### config.mk
export PLATFORM = sky130hd
export DESIGN_NAME = io_region_map_decoder
export DESIGN_NICKNAME = d
export VERILOG_FILES = /design/src/rtl/iord_pkg.sv /design/src/rtl/iord_ram.sv /design/src/rtl/iord_scan.sv /design/src/rtl/io_region_map_decoder.sv
export SDC_FILE = /design/constraint.sdc
export NUM_CORES = 2
export LEC_CHECK = 0
export ABC_AREA = 1
export BUFFER_PORTS_ARGS = -buffer_cell sky130_fd_sc_hd__buf_2
export CORE_MARGIN = 4
export CORE_UTILIZATION = 37
export DETAILED_ROUTE_END_ITERATION = 6
export SLEW_MARGIN = 20
export SYNTH_ARGS = -nofsm -noshare
export SYNTH_HDL_FRONTEND = slang
export SYNTH_SLANG_ARGS = --single-unit
### constraint.sdc
create_clock -name clk_i -period 9.2 [get_ports clk_i]
set_input_delay 2.76 -clock clk_i [delete_from_list [all_inputs] [get_ports clk_i]]
set_output_delay 2.76 -clock clk_i [all_outputs]
set_load 0.01 [all_outputs]
### src/rtl/iord_pkg.sv
// ---------------------------------------------------------------------------
// iord_pkg
// shared types, constants and helpers of the i/o region map decoder
// ---------------------------------------------------------------------------
package iord_pkg;

  localparam int SLOTS  = 16;
  localparam int SLOT_W = $clog2(SLOTS);
  localparam int ADDR_W = 32;
  localparam int TAG_W  = 8;
  localparam int DATA_W = 32;

  typedef enum logic [2:0] {
    MODE_MOUNT   = 3'd0,
    MODE_UNMOUNT = 3'd1,
    MODE_REMAP   = 3'd2,
    MODE_READ    = 3'd3,
    MODE_WRITE   = 3'd4
  } mode_e;

  typedef enum logic [1:0] {
    STAT_OK      = 2'd0,
    STAT_ABSENT  = 2'd1,
    STAT_FULL    = 2'd2,
    STAT_OVERLAP = 2'd3
  } status_e;

  typedef enum logic [1:0] {
    FSM_IDLE,
    FSM_SCAN,
    FSM_DRAIN,
    FSM_FINISH
  } fsm_e;

  // one window as held in the slot memory
  typedef struct packed {
    logic [TAG_W-1:0]  tag;
    logic [ADDR_W-1:0] first;
    logic [ADDR_W-1:0] last;
    logic              rd;
    logic              wr;
  } slot_entry_t;

  localparam int ENTRY_W = $bits(slot_entry_t);

  // compare stage control, one slot per cycle
  typedef struct packed {
    logic              clear;
    logic              vld;
    logic [SLOT_W-1:0] idx;
  } scan_ctrl_t;

  // accumulated outcome of one scan
  typedef struct packed {
    logic              tag_hit;
    logic [SLOT_W-1:0] tag_slot;
    logic [SLOTS-1:0]  ovl_vec;
    logic              acc_hit;
    logic [SLOT_W-1:0] acc_slot;
    logic [ADDR_W-1:0] acc_off;
  } scan_res_t;

  typedef struct packed {
    logic              found;
    logic [SLOT_W-1:0] idx;
  } pick_t;

  // lowest set bit
  function automatic pick_t first_set(input logic [SLOTS-1:0] v);
    pick_t p;
    p.found = 1'b0;
    p.idx   = '0;
    for (int i = SLOTS - 1; i >= 0; i--) begin
      if (v[i]) begin
        p.found = 1'b1;
        p.idx   = SLOT_W'(i);
      end
    end
    return p;
  endfunction

endpackage

### src/rtl/iord_ram.sv
// ---------------------------------------------------------------------------
// iord_ram
// generic single write port, single read port ram with registered read
// ---------------------------------------------------------------------------
module iord_ram #(
  parameter int WIDTH = 8,
  parameter int DEPTH = 16
) (
  input  logic                     clk_i,
  input  logic                     we_i,
  input  logic [$clog2(DEPTH)-1:0] waddr_i,
  input  logic [WIDTH-1:0]         wdata_i,
  input  logic                     re_i,
  input  logic [$clog2(DEPTH)-1:0] raddr_i,
  output logic [WIDTH-1:0]         rdata_o
);

  logic [WIDTH-1:0] mem_q [DEPTH];
  logic [WIDTH-1:0] rdata_q;

  always_ff @(posedge clk_i) begin
    if (we_i) begin
      mem_q[waddr_i] <= wdata_i;
    end
    if (re_i) begin
      rdata_q <= mem_q[raddr_i];
    end
  end

  assign rdata_o = rdata_q;

endmodule

### src/rtl/iord_scan.sv
// ---------------------------------------------------------------------------
// iord_scan
// per-slot compare stage: tag search, overlap vector and access match
// ---------------------------------------------------------------------------
module iord_scan (
  input  logic                      clk_i,
  input  logic                      rst_ni,
  input  iord_pkg::scan_ctrl_t      ctrl_i,
  input  logic [iord_pkg::SLOTS-1:0] used_i,
  input  iord_pkg::slot_entry_t     entry_i,
  input  iord_pkg::mode_e           mode_i,
  input  logic [iord_pkg::TAG_W-1:0]  tag_i,
  input  logic [iord_pkg::ADDR_W-1:0] first_i,
  input  logic [iord_pkg::ADDR_W-1:0] last_i,
  input  logic [iord_pkg::ADDR_W-1:0] addr_i,
  output iord_pkg::scan_res_t       res_o
);
  import iord_pkg::*;

  scan_res_t res_q, res_d;
  logic      live;
  logic      cap;
  logic      in_win;

  always_comb begin
    live   = ctrl_i.vld && used_i[ctrl_i.idx];
    cap    = (mode_i == MODE_READ) ? entry_i.rd :
             (mode_i == MODE_WRITE) ? entry_i.wr : 1'b0;
    in_win = (entry_i.first <= addr_i) && (addr_i <= entry_i.last);
    res_d  = res_q;
    if (ctrl_i.clear) begin
      res_d = '0;
    end else if (live) begin
      // lowest slot holding the tag wins
      if (!res_q.tag_hit && entry_i.tag == tag_i) begin
        res_d.tag_hit  = 1'b1;
        res_d.tag_slot = ctrl_i.idx;
      end
      if (first_i <= entry_i.last && entry_i.first <= last_i) begin
        res_d.ovl_vec[ctrl_i.idx] = 1'b1;
      end
      // later (higher) matches overwrite earlier ones
      if (cap && in_win) begin
        res_d.acc_hit  = 1'b1;
        res_d.acc_slot = ctrl_i.idx;
        res_d.acc_off  = addr_i - entry_i.first;
      end
    end
  end

  always_ff @(posedge clk_i or negedge rst_ni) begin
    if (!rst_ni) begin
      res_q <= '0;
    end else begin
      res_q <= res_d;
    end
  end

  assign res_o = res_q;

  a_tag_first: assert property (@(posedge clk_i) disable iff (!rst_ni)
    res_q.tag_hit && !ctrl_i.clear |=> res_q.tag_slot == $past(res_q.tag_slot))
    else $error("tag search slot changed after first match");

  a_clear: assert property (@(posedge clk_i) disable iff (!rst_ni)
    ctrl_i.clear |=> !res_q.tag_hit && !res_q.acc_hit && res_q.ovl_vec == '0)
    else $error("scan result not cleared");

  a_ovl_used: assert property (@(posedge clk_i) disable iff (!rst_ni)
    ctrl_i.vld && !used_i[ctrl_i.idx] && !ctrl_i.clear |=>
      res_q.ovl_vec == $past(res_q.ovl_vec))
    else $error("free slot flagged as overlapping");

endmodule

### src/rtl/io_region_map_decoder.sv
// ---------------------------------------------------------------------------
// io_region_map_decoder
// device window table with mount, unmount, remap and access decode
// ---------------------------------------------------------------------------
// A request is taken when start is high and busy is low. Every request walks
// the slot memory once, one slot per cycle through its single read port, and
// busy stays high through the slot reads, the last compare (drain state) and
// the table update (finish state). The single result is shown on the output
// ports for exactly one cycle with valid_o high; it cannot be held off, so it
// must be captured then. A new request is taken in the same cycle that the
// previous result is shown, so a new request is taken only after the previous
// one has finished.
// Slot occupancy lives in flip-flops cleared by reset; window contents sit
// in a memory that needs no clearing pass.
module io_region_map_decoder (
  input  logic                        clk_i,
  input  logic                        rst_ni,
  input  logic                        start,
  output logic                        busy,
  input  logic [2:0]                  mode_i,
  input  logic [iord_pkg::TAG_W-1:0]  device_tag_i,
  input  logic [iord_pkg::ADDR_W-1:0] window_start_i,
  input  logic [iord_pkg::ADDR_W-1:0] window_end_i,
  input  logic                        can_read_i,
  input  logic                        can_write_i,
  input  logic [iord_pkg::ADDR_W-1:0] access_address_i,
  input  logic [iord_pkg::DATA_W-1:0] write_value_i,
  output logic                        valid_o,
  output logic [1:0]                  status_o,
  output logic                        hit_o,
  output logic [iord_pkg::SLOT_W-1:0] slot_o,
  output logic [iord_pkg::ADDR_W-1:0] offset_o,
  output logic [iord_pkg::DATA_W-1:0] routed_value_o
);
  import iord_pkg::*;

  fsm_e              state_q, state_d;
  logic [SLOT_W-1:0] cnt_q, cnt_d;
  logic              cmp_vld_q, cmp_vld_d;
  logic [SLOT_W-1:0] cmp_idx_q;
  logic [SLOTS-1:0]  used_q, used_d;

  // request payload
  mode_e             mode_q;
  logic [TAG_W-1:0]  tag_q;
  logic [ADDR_W-1:0] first_q, last_q, addr_q;
  logic              rd_q, wr_q;
  logic [DATA_W-1:0] wval_q;

  // result registers
  logic              valid_q, valid_d;
  status_e           status_q, status_d;
  logic              hit_q, hit_d;
  logic [SLOT_W-1:0] slot_q, slot_d;
  logic [ADDR_W-1:0] off_q, off_d;
  logic [DATA_W-1:0] routed_q, routed_d;

  logic              accept;
  logic              ram_re, ram_we;
  logic [SLOT_W-1:0] ram_waddr;
  slot_entry_t       wentry, rentry;
  scan_ctrl_t        sctrl;
  scan_res_t         sres;
  logic [SLOTS-1:0]  tag_oh, used_rm, excl;
  pick_t             free_pick;
  logic              ovl;

  assign busy   = (state_q != FSM_IDLE);
  assign accept = start && !busy;

  assign sctrl.clear = accept;
  assign sctrl.vld   = cmp_vld_q;
  assign sctrl.idx   = cmp_idx_q;

  assign wentry.tag   = tag_q;
  assign wentry.first = first_q;
  assign wentry.last  = last_q;
  assign wentry.rd    = rd_q;
  assign wentry.wr    = wr_q;

  iord_ram #(
    .WIDTH (ENTRY_W),
    .DEPTH (SLOTS)
  ) u_slot_ram (
    .clk_i   (clk_i),
    .we_i    (ram_we),
    .waddr_i (ram_waddr),
    .wdata_i (wentry),
    .re_i    (ram_re),
    .raddr_i (cnt_q),
    .rdata_o (rentry)
  );

  iord_scan u_scan (
    .clk_i   (clk_i),
    .rst_ni  (rst_ni),
    .ctrl_i  (sctrl),
    .used_i  (used_q),
    .entry_i (rentry),
    .mode_i  (mode_q),
    .tag_i   (tag_q),
    .first_i (first_q),
    .last_i  (last_q),
    .addr_i  (addr_q),
    .res_o   (sres)
  );

  // remap frees the tagged slot before looking for room
  always_comb begin
    tag_oh    = SLOTS'(1) << sres.tag_slot;
    used_rm   = used_q & ~tag_oh;
    excl      = (mode_q == MODE_REMAP) ? tag_oh : '0;
    free_pick = first_set(~((mode_q == MODE_REMAP) ? used_rm : used_q));
    ovl       = |(sres.ovl_vec & ~excl);
  end

  always_comb begin
    state_d   = state_q;
    cnt_d     = cnt_q;
    cmp_vld_d = 1'b0;
    used_d    = used_q;
    ram_re    = 1'b0;
    ram_we    = 1'b0;
    ram_waddr = free_pick.idx;
    valid_d   = 1'b0;
    status_d  = STAT_ABSENT;
    hit_d     = 1'b0;
    slot_d    = '0;
    off_d     = '0;
    routed_d  = '0;
    case (state_q)
      FSM_IDLE: begin
        cnt_d = '0;
        if (accept) begin
          state_d = FSM_SCAN;
        end
      end
      FSM_SCAN: begin
        ram_re    = 1'b1;
        cmp_vld_d = 1'b1;
        if (cnt_q == SLOT_W'(SLOTS - 1)) begin
          state_d = FSM_DRAIN;
        end else begin
          cnt_d = cnt_q + 1'b1;
        end
      end
      FSM_DRAIN: begin
        state_d = FSM_FINISH;
      end
      FSM_FINISH: begin
        state_d = FSM_IDLE;
        valid_d = 1'b1;
        case (mode_q)
          MODE_MOUNT: begin
            if (!free_pick.found) begin
              status_d = STAT_FULL;
            end else if (ovl) begin
              status_d = STAT_OVERLAP;
            end else begin
              status_d = STAT_OK;
              slot_d   = free_pick.idx;
              ram_we   = 1'b1;
              used_d   = used_q | (SLOTS'(1) << free_pick.idx);
            end
          end
          MODE_UNMOUNT: begin
            if (sres.tag_hit) begin
              status_d = STAT_OK;
              slot_d   = sres.tag_slot;
              used_d   = used_rm;
            end
          end
          MODE_REMAP: begin
            if (sres.tag_hit) begin
              if (ovl) begin
                status_d = STAT_OVERLAP;
                used_d   = used_rm;
              end else begin
                status_d = STAT_OK;
                slot_d   = free_pick.idx;
                ram_we   = 1'b1;
                used_d   = used_rm | (SLOTS'(1) << free_pick.idx);
              end
            end
          end
          MODE_READ, MODE_WRITE: begin
            if (sres.acc_hit) begin
              status_d = STAT_OK;
              hit_d    = 1'b1;
              slot_d   = sres.acc_slot;
              off_d    = sres.acc_off;
              routed_d = (mode_q == MODE_WRITE) ? wval_q : '0;
            end
          end
          default: begin
            status_d = STAT_ABSENT;
          end
        endcase
      end
      default: begin
        state_d = FSM_IDLE;
      end
    endcase
  end

  always_ff @(posedge clk_i or negedge rst_ni) begin
    if (!rst_ni) begin
      state_q   <= FSM_IDLE;
      cnt_q     <= '0;
      cmp_vld_q <= 1'b0;
      cmp_idx_q <= '0;
      used_q    <= '0;
      valid_q   <= 1'b0;
    end else begin
      state_q   <= state_d;
      cnt_q     <= cnt_d;
      cmp_vld_q <= cmp_vld_d;
      cmp_idx_q <= cnt_q;
      used_q    <= used_d;
      valid_q   <= valid_d;
    end
  end

  always_ff @(posedge clk_i) begin
    if (accept) begin
      mode_q  <= mode_e'(mode_i);
      tag_q   <= device_tag_i;
      first_q <= window_start_i;
      last_q  <= window_end_i;
      rd_q    <= can_read_i;
      wr_q    <= can_write_i;
      addr_q  <= access_address_i;
      wval_q  <= write_value_i;
    end
    status_q <= status_d;
    hit_q    <= hit_d;
    slot_q   <= slot_d;
    off_q    <= off_d;
    routed_q <= routed_d;
  end

  assign valid_o        = valid_q;
  assign status_o       = status_q;
  assign hit_o          = hit_q;
  assign slot_o         = slot_q;
  assign offset_o       = off_q;
  assign routed_value_o = routed_q;

  a_valid_after_finish: assert property (@(posedge clk_i) disable iff (!rst_ni)
    valid_o |-> $past(state_q) == FSM_FINISH)
    else $error("result strobe without a finished request");

  a_write_in_finish: assert property (@(posedge clk_i) disable iff (!rst_ni)
    ram_we |-> state_q == FSM_FINISH && !ram_re)
    else $error("slot memory written outside the update cycle");

  a_mount_grows: assert property (@(posedge clk_i) disable iff (!rst_ni)
    valid_o && status_o == STAT_OK && mode_q == MODE_MOUNT |->
      $countones(used_q) == $countones($past(used_q)) + 1)
    else $error("successful mount did not take exactly one slot");

  a_used_stable: assert property (@(posedge clk_i) disable iff (!rst_ni)
    state_q != FSM_FINISH |=> $stable(used_q))
    else $error("slot occupancy changed outside the update cycle");

endmodule
==> metrics.txt <==
XOR/XNOR Fraction of Synth Area 0.462%; worst setup path class register to register; initial antenna violation count 18; Multi-input gate area 14900 um^2; aggregate routed wire length 176000 um; Mapped Area 62600 um^2; mux contribution to synthesized area 0%; max_slew headroom 25.9%; # Post-CTS Setup Buffers 0; TritonCTS buffer count 158; FMAX 0.198 GHz; ys flop type edfxtp_1; core area 168000 um^2; Clock Path Buffers 3; CP Capture Type register; YS warnings 0; Final Max Tran Viols 0; CP max stage cell nor2_4; pre-CTS WS 4.11 ns; adder-cell share of the synthesized area 2.69%; Cells after DPL 7007; cell taking the most area after synthesis edfxtp_1; CTS tree done; Fin Clk Skew 0.0325 ns; pwr/cell area 274 nW/um^2; Worst-path clk slew 0.06 ns; Die X-Extent 419 um; CP Data Arrival Time 5.47 ns; CTS root buf clkbuf_16; DRC violations left 0; Synth Net Count 5057; Startpoint Class register; count of cell types in the netlist 58; register area 45600 um^2; count leader, synth edfxtp_1; Gate power share 22.3%; ranking of synthesized cells by area edfxtp_1 (67%), o21ai_0 (5.1%), nor2_1 (4.5%); post-synthesis cell count 4779; die area 176000 um^2; Initial Util 37.3%; P&R area growth vs syn 13.8%; worst setup margin 4.14 ns; Yosys top cell area share 67.2%; Slew @ Worst Pin 1.11 ns; clock insertion delay at the later pin of the skew report 0.80 ns; filler cell count 15.3k; Vias/cell 5.48; via count 40.0k; crit-path max FO 34; first-pass GRT wire length 257000 um; port bufs 216; Bufs and invs on worst path 4; Switch Pwr 6.26 mW; setup TNS 0 ns; Mapped Avg Cell Area 13.1 um^2; largest family of logic cells by synthesized area compound AO/OA/AOI/OAI gates; row count 150; clk sink count 1556; placed cell area 66200 um^2; Tcrit/Tclk final 55.0%; static leakage 24.6 nW; H-tree Lvls 4; # hold bufs at CTS 0; Finished Layout Cells 7301; drt pass-1 iters 6; Max-Cap Viols 0; Clock power frac 32.0%; Post-synth EDFFs 1399; DR WL/cell 24.1 um; Yosys reg bits 1556; share of layout cells above drive strength 1 11.7%; gr usage total 19.6%; I/O pin count 217; VDD IR max 0.183 mV; number of global-route vias before repair 38.6k; Final min period 5.06 ns; sw frac 32.1%; status completed; RSZ-0062 raised after global routing false; worst hold slack 0.459 ns; CP required 9.61 ns; # nets final 5241; PostCTS Resize Cnt 0; cell area after layout 71200 um^2; Iteration-0 DRC Markers 3870; worst stage delay on the critical path 0.83 ns; DPL Wire Length 104000 um; delay-heaviest family, CP simple AND/OR/NAND/NOR gates; Die Height 419 um; simple-gate share of the synthesized area 8.14%; GPL Wtd Cong 0.896; Synth Area in Compound Gates 12.4%; final-report hold violation count 0; worst hold path class register to register; final setup vio count 0; antenna violation net count after detailed routing 0; Async S/R FF share, synth 5.53%; P_int 13.2 mW; largest net degree at the start of global routing 200; crit-path cells inv_1 -> nor2_2 -> inv_2 -> o21ai_1 -> nand2_1 -> nor4_4 -> nand2_2 -> nor2_4 -> o2111ai_4 -> nor2_4 -> buf_4 -> buf_4; grt ovf 0; sequential share of the synthesized area 72.9%; sequential share of power 45.7%; Post-synth top cells edfxtp_1 (1399), nor2_1 (749), o21ai_0 (636)
[cell families (layout without fill, tap and decap cells)]
| family | after synthesis | count (layout) |
|---|---|---|
| xor gates and xnor gates | 33 | 33 |
| DFF | 1556 | 1556 |
| buffers and inverters | 565 | 876 |
| adders and majority gates | 134 | 134 |
| and+or+nand+nor | 1229 | 1229 |
| other | 0 | 7 |
| AOI/OAI and AO/OA | 1262 | 1262 |
[registers in the layout, indices dropped and copies added, names as in the netlist, 8 cells and up]
name / flops
u_slot_ram.mem_q: 1184
u_slot_ram.rdata_o: 74
u_scan.res_o: 58
addr_q: 32
first_q: 32
last_q: 32
offset_o: 32
routed_value_o: 32
wval_q: 32
used_q: 16
tag_q: 8
[power groups by stage]
stage               registers, mW  clock network (mW)  logic [mW]
CTS                          8.89                6.36        4.35
finish                       8.89                6.24        4.35
floorplan                    8.78                   0        2.93
detailed placement           9.04                   0        4.33
global placement             9.03                   0        4.27
global route                 8.94                6.66        4.83
[layout by cell type, fill, tap and decap left out, types with 71 or more instances in the layout]
cell type and instances:
nand3_1 103, o211ai_1 80, o22ai_1 120, ha_1 132, clkbuf_16 162, inv_1 277, buf_4 77, edfxtp_1 1399
o221ai_1 230, nand2_1 269, o21ai_0 636, nor2_1 738, dfrtp_1 82, buf_2 215, a21oi_1 103, dfxtp_1 71
[per-layer routing]
layer | wire (um) | global-route usage, %
met2 | 82300 | 31.7
met4 | 5240 | 6.59
met5 | 68 | 0
met3 | 13400 | 3.59
met1 | 74900 | 26.8
[worst register-to-register path, cell delays in order, from the launching register on]
cell	delay, ns
dfrtp_1	0.71
inv_1	0.26
nor2_2	0.24
inv_2	0.06
o21ai_1	0.11
nand2_1	0.10
nor4_4	0.31
nand2_2	0.15
nor2_4	0.15
o2111ai_4	0.50
nor2_4	0.85
buf_4	0.55
buf_4	0.67
[cell type report]
cell class | instances | share of cell area, %
flip-flops and latches | 1556 | 64.1
multi-input cells | 2658 | 21.0
clock buffers | 202 | 5.95
well taps | 2204 | 3.87
repair buffers | 295 | 2.42
inverters | 294 | 1.59
clock inverters | 85 | 1.07
diodes | 7 | 0.0246
[stage by stage]
stage               utilization [%]  power [mW]
floorplan                         -        11.7
global placement               39.5        13.3
detailed placement             39.5        13.4
CTS                            42.5        19.6
global route                   42.5        20.4
finish                         42.5        19.5
[worst paths after layout]
| check | start | depth (start not counted) | endpoint | slack, ns |
|---|---|---|---|---|
| worst max-delay path | u_scan.res_o[56] | 12 | u_slot_ram.mem_q[14][35] | 4.14 |
| worst min-delay path | wval_q[6] | 2 | routed_value_o[6] | 0.46 |
| worst max register to register | u_scan.res_o[56] | 12 | u_slot_ram.mem_q[14][35] | 4.14 |
| worst min register to register | wval_q[6] | 2 | routed_value_o[6] | 0.46 |
| max in group asynchronous | rst_ni | 2 | cnt_q[3] | 6.07 |
| min in group asynchronous | rst_ni | 1 | used_q[11] | 1.84 |
No activity file was read; power rests on OpenSTA's default activity.
